<file path="src/hdl/stt_pkg.sv">
// Shared types and constants for the software timer table.
// No dependencies; used by stt_table and software_timer_table_core.
`default_nettype none

package stt_pkg;

  localparam int TABLE_DEPTH = 16;
  localparam int IDX_W       = (TABLE_DEPTH > 1) ? $clog2(TABLE_DEPTH) : 1;
  localparam int CNT_W       = $clog2(TABLE_DEPTH + 1);

  localparam int ID_W   = 32;
  localparam int TIME_W = 40;
  localparam int DLY_W  = 32;
  localparam int FIRE_W = 41;
  localparam int IVL_W  = 32;
  localparam int KIND_W = 3;

  typedef enum logic [1:0] {
    CMD_ADD        = 2'd0,
    CMD_CANCEL     = 2'd1,
    CMD_CANCEL_ALL = 2'd2,
    CMD_TICK       = 2'd3
  } cmd_t;

  typedef enum logic [KIND_W-1:0] {
    KIND_ASSIGNED   = 3'd0,
    KIND_FULL       = 3'd1,
    KIND_CANCEL_ACK = 3'd2,
    KIND_FIRED      = 3'd3,
    KIND_NONE       = 3'd4
  } kind_t;

  // one table entry as stored in memory
  typedef struct packed {
    logic [ID_W-1:0]   id;
    logic [FIRE_W-1:0] fire;
    logic [IVL_W-1:0]  interval;
  } entry_t;

  // memory port control from the sequencer
  typedef struct packed {
    logic             wr_en;
    logic [IDX_W-1:0] wr_addr;
    logic             rd_en;
    logic [IDX_W-1:0] rd_addr;
  } ram_ctl_t;

endpackage

`default_nettype wire

</file>
<file path="src/hdl/stt_table.sv">
// Entry memory of the timer table: one write port, one read port,
// registered read data held while rd_en is low. Depends on stt_pkg.
`default_nettype none

module stt_table (
  input  wire logic              clk,
  input  wire stt_pkg::ram_ctl_t ctl,
  input  wire stt_pkg::entry_t   wr_data,
  output stt_pkg::entry_t        rd_data
);

  stt_pkg::entry_t mem [stt_pkg::TABLE_DEPTH];

  always_ff @(posedge clk) begin
    if (ctl.wr_en) begin
      mem[ctl.wr_addr] <= wr_data;
    end
    if (ctl.rd_en) begin
      rd_data <= mem[ctl.rd_addr];
    end
  end

endmodule

`default_nettype wire

</file>
<file path="src/hdl/software_timer_table_core.sv">
// Add and cancel-all answer in the cycle after the transaction is accepted. Cancel-by-id
// and tick do one memory read, then visit one entry a cycle, then give one result; a tick
// stalls while a second fired id waits for the output. One command at a time: the next is
// taken once the final result has left.
// Reset (rst, synchronous, active high) empties the table and zeroes the id counter at once;
// entry memory keeps old contents and is never read beyond the live count, so no clearing pass.
`default_nettype none

module software_timer_table_core (
  input  wire logic         clk,
  input  wire logic         rst,
  // command stream
  input  wire logic         s_axis_tvalid,
  output logic              s_axis_tready,
  input  wire logic [135:0] s_axis_tdata,  // now_ms[39:0], delay_ms[71:40],
                                           // interval_ms[103:72], timer_id[135:104]
  input  wire logic [1:0]   s_axis_tuser,  // cmd[1:0]
  // result stream
  output logic              m_axis_tvalid,
  input  wire logic         m_axis_tready,
  output logic [31:0]       m_axis_tdata,  // result_id[31:0]
  output logic [2:0]        m_axis_tuser,  // kind[2:0]
  output logic              m_axis_tlast   // last result of the command
);

  localparam int IDX_W  = stt_pkg::IDX_W;
  localparam int CNT_W  = stt_pkg::CNT_W;
  localparam int FIRE_W = stt_pkg::FIRE_W;

  // Logical index -> memory row. The live entries sit in a circular window
  // starting at base, oldest first.
  function automatic logic [IDX_W-1:0] phys_idx(input logic [IDX_W-1:0] b,
                                                input logic [CNT_W-1:0] lidx);
    logic [IDX_W:0] sum;
    sum = {1'b0, b} + {1'b0, lidx[IDX_W-1:0]};
    if (sum >= (IDX_W+1)'(stt_pkg::TABLE_DEPTH)) begin
      sum = sum - (IDX_W+1)'(stt_pkg::TABLE_DEPTH);
    end
    return sum[IDX_W-1:0];
  endfunction

  typedef enum logic [1:0] {S_IDLE, S_WALK, S_FIN} state_t;

  state_t                     state;
  logic [IDX_W-1:0]           base;
  logic [CNT_W-1:0]           cnt;
  logic [stt_pkg::ID_W-1:0]   next_id;
  stt_pkg::cmd_t              cmd_q;
  logic [stt_pkg::TIME_W-1:0] now_q;
  logic [stt_pkg::ID_W-1:0]   tid_q;
  logic [CNT_W-1:0]           rem;    // entries still to visit
  logic [CNT_W-1:0]           wpos;   // next kept entry goes to logical wpos-1
  logic                       pend_vld;
  logic [stt_pkg::ID_W-1:0]   pend_id;

  // unpacked command fields
  stt_pkg::cmd_t              in_cmd;
  logic [stt_pkg::TIME_W-1:0] in_now;
  logic [stt_pkg::DLY_W-1:0]  in_delay;
  logic [stt_pkg::IVL_W-1:0]  in_interval;
  logic [stt_pkg::ID_W-1:0]   in_tid;

  assign in_cmd      = stt_pkg::cmd_t'(s_axis_tuser);
  assign in_now      = s_axis_tdata[39:0];
  assign in_delay    = s_axis_tdata[71:40];
  assign in_interval = s_axis_tdata[103:72];
  assign in_tid      = s_axis_tdata[135:104];

  logic accept;
  assign s_axis_tready = (state == S_IDLE) && !m_axis_tvalid;
  assign accept        = s_axis_tvalid && s_axis_tready;

  // entry memory
  stt_pkg::ram_ctl_t ram_ctl;
  stt_pkg::entry_t   wr_data;
  stt_pkg::entry_t   ent;

  stt_table u_table (
    .clk     (clk),
    .ctl     (ram_ctl),
    .wr_data (wr_data),
    .rd_data (ent)
  );

  // evaluate the entry now on the read port
  logic            fired;
  logic            drop;
  logic            out_free;
  logic            stall;
  logic            step;
  stt_pkg::entry_t upd;

  assign fired    = (cmd_q == stt_pkg::CMD_TICK) && ({1'b0, now_q} >= ent.fire);
  assign drop     = (cmd_q == stt_pkg::CMD_TICK) ? (fired && (ent.interval == '0))
                                                 : (ent.id == tid_q);
  assign out_free = !m_axis_tvalid || m_axis_tready;
  // a second fired id must push the held one out first
  assign stall    = fired && pend_vld && !out_free;
  assign step     = (state == S_WALK) && !stall;

  always_comb begin
    upd = ent;
    if (fired) begin
      upd.fire = {1'b0, now_q} + FIRE_W'(ent.interval);
    end
  end

  // memory port: add writes at the tail; walk reads newest-first and writes
  // kept entries downward from the top, never onto a row not yet read
  always_comb begin
    ram_ctl = '0;
    wr_data = upd;
    case (state)
      S_IDLE: begin
        if (accept) begin
          if (in_cmd == stt_pkg::CMD_ADD && cnt != CNT_W'(stt_pkg::TABLE_DEPTH)) begin
            ram_ctl.wr_en    = 1'b1;
            ram_ctl.wr_addr  = phys_idx(base, cnt);
            wr_data.id       = next_id;
            wr_data.fire     = {1'b0, in_now} + FIRE_W'(in_delay);
            wr_data.interval = in_interval;
          end
          if ((in_cmd == stt_pkg::CMD_CANCEL || in_cmd == stt_pkg::CMD_TICK) &&
              cnt != '0) begin
            ram_ctl.rd_en   = 1'b1;
            ram_ctl.rd_addr = phys_idx(base, cnt - 1'b1);
          end
        end
      end
      S_WALK: begin
        if (step) begin
          if (!drop) begin
            ram_ctl.wr_en   = 1'b1;
            ram_ctl.wr_addr = phys_idx(base, wpos - 1'b1);
          end
          if (rem > CNT_W'(1)) begin
            ram_ctl.rd_en   = 1'b1;
            ram_ctl.rd_addr = phys_idx(base, rem - CNT_W'(2));
          end
        end
      end
      default: begin
      end
    endcase
  end

  // sequencer, table bookkeeping and result register
  always_ff @(posedge clk) begin
    if (rst) begin
      state         <= S_IDLE;
      base          <= '0;
      cnt           <= '0;
      next_id       <= '0;
      pend_vld      <= 1'b0;
      m_axis_tvalid <= 1'b0;
    end else begin
      if (m_axis_tvalid && m_axis_tready) begin
        m_axis_tvalid <= 1'b0;
      end
      case (state)
        S_IDLE: begin
          if (accept) begin
            cmd_q    <= in_cmd;
            now_q    <= in_now;
            tid_q    <= in_tid;
            rem      <= cnt;
            wpos     <= cnt;
            pend_vld <= 1'b0;
            case (in_cmd)
              stt_pkg::CMD_ADD: begin
                m_axis_tvalid <= 1'b1;
                m_axis_tlast  <= 1'b1;
                if (cnt == CNT_W'(stt_pkg::TABLE_DEPTH)) begin
                  m_axis_tuser <= stt_pkg::KIND_FULL;
                  m_axis_tdata <= '0;
                end else begin
                  m_axis_tuser <= stt_pkg::KIND_ASSIGNED;
                  m_axis_tdata <= next_id;
                  cnt          <= cnt + 1'b1;
                  next_id      <= next_id + 1'b1;
                end
              end
              stt_pkg::CMD_CANCEL_ALL: begin
                cnt           <= '0;
                m_axis_tvalid <= 1'b1;
                m_axis_tlast  <= 1'b1;
                m_axis_tuser  <= stt_pkg::KIND_CANCEL_ACK;
                m_axis_tdata  <= '0;
              end
              default: begin
                // cancel by id or tick
                if (cnt == '0) begin
                  m_axis_tvalid <= 1'b1;
                  m_axis_tlast  <= 1'b1;
                  if (in_cmd == stt_pkg::CMD_TICK) begin
                    m_axis_tuser <= stt_pkg::KIND_NONE;
                    m_axis_tdata <= '0;
                  end else begin
                    m_axis_tuser <= stt_pkg::KIND_CANCEL_ACK;
                    m_axis_tdata <= in_tid;
                  end
                end else begin
                  state <= S_WALK;
                end
              end
            endcase
          end
        end
        S_WALK: begin
          if (step) begin
            rem <= rem - 1'b1;
            if (!drop) begin
              wpos <= wpos - 1'b1;
            end
            if (fired) begin
              // hold newest fired id back so the final one can carry tlast
              if (pend_vld) begin
                m_axis_tvalid <= 1'b1;
                m_axis_tlast  <= 1'b0;
                m_axis_tuser  <= stt_pkg::KIND_FIRED;
                m_axis_tdata  <= pend_id;
              end
              pend_vld <= 1'b1;
              pend_id  <= ent.id;
            end
            if (rem == CNT_W'(1)) begin
              state <= S_FIN;
            end
          end
        end
        S_FIN: begin
          if (out_free) begin
            m_axis_tvalid <= 1'b1;
            m_axis_tlast  <= 1'b1;
            if (cmd_q == stt_pkg::CMD_TICK) begin
              m_axis_tuser <= pend_vld ? stt_pkg::KIND_FIRED : stt_pkg::KIND_NONE;
              m_axis_tdata <= pend_vld ? pend_id : '0;
            end else begin
              m_axis_tuser <= stt_pkg::KIND_CANCEL_ACK;
              m_axis_tdata <= tid_q;
            end
            pend_vld <= 1'b0;
            // kept entries now sit at logical wpos..cnt-1
            cnt <= cnt - wpos;
            if (wpos != cnt) begin
              base <= phys_idx(base, wpos);
            end
            state <= S_IDLE;
          end
        end
        default: begin
          state <= S_IDLE;
        end
      endcase
    end
  end

`ifndef SYNTHESIS
  a_cnt_range: assert property (@(posedge clk) disable iff (rst)
    cnt <= CNT_W'(stt_pkg::TABLE_DEPTH))
    else $error("entry count beyond table depth");

  a_walk_order: assert property (@(posedge clk) disable iff (rst)
    (state == S_WALK) |-> (wpos >= rem) && (rem != '0))
    else $error("compaction write would overtake the read pointer");

  a_pend_tick: assert property (@(posedge clk) disable iff (rst)
    pend_vld |-> (cmd_q == stt_pkg::CMD_TICK))
    else $error("held fired id outside a tick");

  a_add_grows: assert property (@(posedge clk) disable iff (rst)
    (accept && in_cmd == stt_pkg::CMD_ADD && cnt != CNT_W'(stt_pkg::TABLE_DEPTH))
    |=> (cnt == $past(cnt) + 1'b1))
    else $error("add did not grow the table");
`endif

endmodule

`default_nettype wire
</file>
<file path="config.mk">
export PLATFORM = sky130hd
export DESIGN_NAME = software_timer_table_core
export DESIGN_NICKNAME = d
export VERILOG_FILES = /design/src/hdl/stt_pkg.sv /design/src/hdl/stt_table.sv /design/src/hdl/software_timer_table_core.sv
export SDC_FILE = /design/constraint.sdc
export NUM_CORES = 2
export LEC_CHECK = 0
export ABC_AREA = 0
export CAP_MARGIN = 20
export CORE_MARGIN = 4
export CORE_UTILIZATION = 37
export CTS_CLUSTER_DIAMETER = 200
export DETAILED_ROUTE_END_ITERATION = 8
export DONT_BUFFER_PORTS = 1
export PLACE_DENSITY_LB_ADDON = 0.3
export SLEW_MARGIN = 10
export SYNTH_ARGS = -nofsm -noshare
export SYNTH_HDL_FRONTEND = slang
export SYNTH_SLANG_ARGS = --single-unit
export TNS_END_PERCENT = 50
</file>
<file path="constraint.sdc">
create_clock -name clk -period 26.1 [get_ports clk]
set_input_delay 2.61 -clock clk [delete_from_list [all_inputs] [get_ports clk]]
set_output_delay 2.61 -clock clk [all_outputs]
set_load 0.005 [all_outputs]
</file>
**Word level (Yosys, flattened, before mapping)**

Memory sizes are Yosys's and may differ from the RTL's. A register that Yosys moved wholly into a read port is not among the register bits.
Index checks and enable logic that the tools add are counted.

- Input bits: 142
- Bits in registers: 197
- Word-level logic and storage cells: 186
- Output and inout port bits: 38
- Memories kept: 1
- Memory bits (writable): 1680

Memories:

| memory | words | width | rd ports | clocked after Yosys merged registers in | write ports | line | text |
|---|---|---|---|---|---|---|---|
| u_table.mem | 16 | 105 | 1 | 1 | 1 | stt_table.sv:12 | `stt_pkg::entry_t mem [stt_pkg::TABLE_DEPTH];` |

- $lt $le $gt $ge: 7
- Muxes and demuxes: 83
- Bitwise logic cells: 2
- Eq/ne operators: 24
- Reduce and logical (&&, ||, !) cells: 35
- Add/subtract/negate cells: 19

Operator list:

| cell | count |
|---|---|
| $mux 32 | 10 |
| $mux 105 | 3 |
| $pmux 32 s3 | 1 |
| $add 40x32->41 | 2 |
| $pmux 32 s2 | 1 |
| $mux 5 | 11 |
| $ge 40x41->1 | 1 |
| $mux 41 | 1 |
| $pmux 5 s2 | 4 |
| $add 32x1->32 const B | 1 |
| $eq 32x32->1 | 1 |
| $logic_not 32->1 | 1 |
| $mux 3 | 9 |
| $add 4x4->5 | 5 |
| $ge 5x5->1 const B | 5 |
| $sub 4x1->4 const B | 6 |
| $mux 1 | 23 |
| $mux 10 | 2 |
| $mux 4 | 5 |
| $pmux 10 s2 | 1 |
| $ne 2x2->1 const B | 8 |
| $reduce_and 8->1 | 2 |
| $reduce_and 5->1 | 3 |
| $mux 2 | 6 |
| 33 further kinds | 58 |

**Depth between registers and ports, before layout**

- Depth after elaboration: 10
- Gate-level depth with buffers: 17
- Gate-level depth less buffers: 14

**Modules after synthesis**

Synthesis repeated with hierarchy kept, for this count alone.

- Cell total of the unflattened synthesis: 4459
- Area, all modules: 81323.0 um^2

Modules (own cells, without submodules):

| module | seq. area each (um^2) | area an instance (um^2) | times used | cells each |
|---|---|---|---|---|
| stt_table | 53601.4 | 65983.3 | 1 | 2688 |
| software_timer_table_core | 5465.2 | 15339.7 | 1 | 1771 |

**Worst setup path before layout**

Ideal clock, no wire load.

- Kind: input -> register
- Start point: input port s_axis_tuser[0]
- End point: memory u_table.mem[8][0] (netlist bit) (enable)
- Slack: 13.799 ns
- Setup time: 0.719 ns
- Arrival: 11.582 ns
- Cell stages on the path: 9
- Data required time: 25.381 ns
- Buffers on the path: 2
- Cell sequence: inv_1 > ha_1 > nor2b_1 > buf_2 > nor2b_1 > buf_2 > a2bb2oi_1 > a21boi_0 > nor3b_1

- Longest elaborated chain between the ends: 7

Ends and longest elaborated chain:

| what | line | text |
|---|---|---|
| start: declaration | software_timer_table_core.sv:17 | `input wire logic [1:0] s_axis_tuser,` |
| $logic_not 2->1 * | software_timer_table_core.sv:116 | `if (in_cmd == stt_pkg::CMD_ADD && cnt != CNT_W'(stt_pkg::TABLE_DEPTH)) begin` |
| $logic_and 1x1->1 * | software_timer_table_core.sv:116 |  |
| $mux 5 * | software_timer_table_core.sv:116 |  |
| $mux 10 * | software_timer_table_core.sv:115 | `if (accept) begin` |
| $pmux 10 s2 * | software_timer_table_core.sv:113 | `case (state)` |
| $mux 1 | stt_table.sv:15 | `if (ctl.wr_en) begin` |
| $mux 1 (implied by the code) | stt_table.sv:16 | `mem[ctl.wr_addr] <= wr_data;` |
| end: declaration | stt_table.sv:12 |  |

Every way passes the cells marked *; elsewhere a longest branch is shown, timed or not.

**Final worst setup path**

- Start point: input port m_axis_tready
- End point: register, netlist name u_table.rd_data[17]

- Longest elaborated chain between the ends: 7

Ends and longest elaborated chain:

| what | line | text |
|---|---|---|
| start: declaration | software_timer_table_core.sv:20 | `input wire logic m_axis_tready,` |
| $logic_or 1x1->1 | software_timer_table_core.sv:96 | `assign out_free = !m_axis_tvalid \|\| m_axis_tready;` |
| $logic_not 1->1 | software_timer_table_core.sv:98 | `assign stall = fired && pend_vld && !out_free;` |
| $logic_and 1x1->1 | software_timer_table_core.sv:98 |  |
| $logic_not 1->1 | software_timer_table_core.sv:99 | `assign step = (state == S_WALK) && !stall;` |
| $logic_and 1x1->1 | software_timer_table_core.sv:99 |  |
| $mux 10 | software_timer_table_core.sv:131 | `if (step) begin` |
| $pmux 10 s2 | software_timer_table_core.sv:113 |  |

No other way between the ends.
A chain may end at the register's enable or synchronous reset.

==> out/metrics.yaml <==
max_cap_viol_count: 0
hold_violations: 0
most_used_dff_post_synth: "edfxtp_1"
synth_area_per_cell_um2: 13.2
globalRoute.totalOverflow: 0
area.growth.synth_to_final_pct: 12.1
dp.final_hpwl_mm: 126
maximum_fanout_encountered_on_the_critical_timing_path: 80
final_min_period_over_clock_period: 0.314
cp-end-kind: "register"
synth_largest_type_area_fraction: 0.696
report.final.slew_viol_count: 0
worstHoldPathType: "reg2reg"
preCtsSetupSlack_ns: 17.21
most_frequent_standard_cell_in_the_layout_excluding_fill_and_tap_cells: "edfxtp_1"
num_vias: 52400
crit_top_cell: "buf_4"
status: "completed"
grt_pass1_wl_mm: 347
final_cell_mix: "1937 x edfxtp_1, 1522 x nand2_1, 650 x nand3_1"
power.ir.vdd_worst_mv: 0.103
vias_per_cell: 5.51
fp.dieH_um: 483
cts_tree: "built"
globalRouteTotalUtil: 0.198
fmax_ghz: 0.122
crit_type: "in2reg"
gp_congestion: 0.824
cts-buffers-inserted: 197
detail_route.iter0.violations: 5560
synth_seq_area_share: 0.707
yosys.area.top_type: "edfxtp_1"
worst_slack_ns: 17.92
multi_input_area_um2: 22900
cts_max_level: 4
worst_slew_margin_relative_to_its_limit: 0.196
timing_worst_slew_pin_value_ns: 1.21
crit_path_start_kind: "input port"
final_period_minus_worst_setup_slack_ns: 8.18
timing.critical_path.slowest_stage_cell: "buf_4"
cts-root-buf: "clkbuf_16"
worstPathBufferInverterCount: 4
postCtsSetupBuffers: 0
finalNetCount: 6618
fp.dieArea_um2: 233000
crit_arrival_ns: 8.80
netlist_area_um2: 83500
synthCells: 6350
num-fill-cells: 20600
routed_wl_mm: 239
totalNegativeSetupSlack_ns: 0
fraction_of_layout_instances_using_a_drive_strength_above_1: 0.0851
first_global_vias: 49900
timing.final.setup_violations: 0
synth-edff-count: 1937
async_flop_share: 0
biggest_area_contributors_in_the_synthesized_netlist: "edfxtp_1 70%, nand2_1 6.8%, nand3_1 3.9%"
drc_errors_left: 0
placement.io_buffers: 0
average_wire_per_cell_in_the_routed_design_um: 25.1
cp_top_family: "buffers and inverters"
grt_max_degree: 196
finalNonFillerCells: 9497
cts.repair.resized: 0
critPathRequiredTime_ns: 26.71
firstDrtPassIters: 5
critical_path.max_stage_delay_ns: 0.86
initial_core_util: 0.372
clk_pin_slew_worst_paths_ns: 0.06
cts_num_sinks: 1982
mapped_nets: 6640
power_per_unit_of_standard_cell_area_nw_per_um2: 102
num_rows: 174
clk_path_buf_depth: 3
seq_area_um2: 59100
core_area_um2: 225000
yosys_warnings: 0
grt_antenna_before_repair: 9
grt_setup_unrepaired: "false"
placedCellCount: 9104
timing.clock.skew_ns: 0.0839
drtAntennaViolNets: 0
total_leakage_power_nw: 32.4
clock_insertion_delay_worst_skew_ns: 0.85
register_bit_count_reported_by_yosys: 1982
chipWidth_um: 483
post_cts_hold_buffer_count: 0
synth_cell_type_count: 84
i_o_pin_count: 180
cp_cell_sequence: "and2b_1 -> and2_1 -> and3_1 -> o2111ai_1 -> nand4_1 -> and2_4 -> buf_4 -> buf_4 -> buf_4 -> buf_4 -> nand2_1 -> a31oi_1 -> nand3_1 -> a21bo_2 -> o221ai_1"
[path summary, 6_finish.rpt]
kind | startpoint | endpoint | slack [ns] | cells past startpoint
worst min-delay path | u_table.rd_data[104] | pend_id[31] | 0.50 | 0
worst max-delay path | m_axis_tready | u_table.rd_data[17] | 17.92 | 15
worst min register to register | u_table.rd_data[104] | pend_id[31] | 0.50 | 0
worst max register to register | now_q[24] | u_table.rd_data[17] | 18.52 | 16
[where the power goes]
part	internal [mW]	total (mW)	switching (mW)
sequential	4.09	4.24	0.146
clock	1.58	2.81	1.23
combinational	0.804	2.50	1.69
total	6.48	9.55	3.07
[sequential cells by signal (all words and copies together), names as in the netlist, 2 cells and up]
signal           cells
u_table.rd_data    105
pend_id             32
base                 4
tid_q               32
rem                  5
u_table.mem       1680
next_id             32
now_q               40
m_axis_tuser         3
cnt                  5
state                2
wpos                 5
m_axis_tdata        32
cmd_q                2
[per-stage QoR]
step	utilization	instance area (um2)	hold WS, ns	power, mW
after floorplan	-	83500	0.471	5.94
after global placement	0.387	87000	0.487	6.74
after detailed placement	0.387	87000	0.498	6.78
after CTS	0.416	93400	0.499	9.59
after global routing	0.416	93600	0.540	9.99
final	0.417	93600	0.504	9.55
[routing by layer]
| layer | up-vias | wire (um) | global-route usage | part of all wire |
|---|---|---|---|---|
| met5 | - | 24 | 0 | 0.00010 |
| met4 | 4 | 5090 | 0.0475 | 0.021 |
| met3 | 316 | 19200 | 0.0389 | 0.080 |
| met2 | 2107 | 109000 | 0.310 | 0.46 |
| met1 | 26400 | 105000 | 0.284 | 0.44 |
| li1 | 23600 | - | - | - |
[worst register-to-register path, cell delays in order, from the launching register on]
cell and delay (ns):
edfxtp_1 0.50, ha_1 0.40, nand4_1 0.18, or3_1 0.40, o2bb2ai_1 0.67, o211ai_2 0.20
nand4_1 0.23, and2_4 0.65, buf_4 0.71, buf_4 0.88, buf_4 0.85, buf_4 0.87
nand2_1 0.21, a31oi_1 0.20, nand3_1 0.13, a21bo_2 0.21, o221ai_1 0.06
[kinds of logic (layout without fill, tap and decap cells)]
family	Yosys count	after routing	synth area share
fa+ha+maj	148	148	0.0229
simple gates	2504	2504	0.129
other cells	0	6	0
flops	1982	1982	0.707
mux	220	220	0.0264
compound gates	916	916	0.0777
buf+inv	429	578	0.0215
xor+xnor	151	151	0.0158
[cells in the mapped netlist (34+ instances only)]
library cell / n
a211oi_1: 34
buf_2: 112
ha_1: 140
o221ai_1: 105
a21bo_2: 87
mux2i_1: 220
a21o_1: 42
a22oi_1: 66
a21oi_1: 131
clkbuf_1: 207
nand4_1: 38
xnor2_1: 93
inv_1: 92
nand3_1: 651
dfxtp_1: 45
nor2_1: 145
a31oi_1: 221
edfxtp_1: 1937
nand2_1: 1523
o21ai_0: 104
xor2_1: 58
[layout make-up]
cell class	instances	area share
Antenna cell	6	0.000160
Clock buffer	246	0.0553
Clock inverter	124	0.0132
Inverter	92	0.00369
Multi-Input combinational cell	3939	0.245
Sequential cell	1982	0.631
Tap cell	2992	0.0400
Timing Repair Buffer	116	0.0116
(Power assumes the default switching activity.)
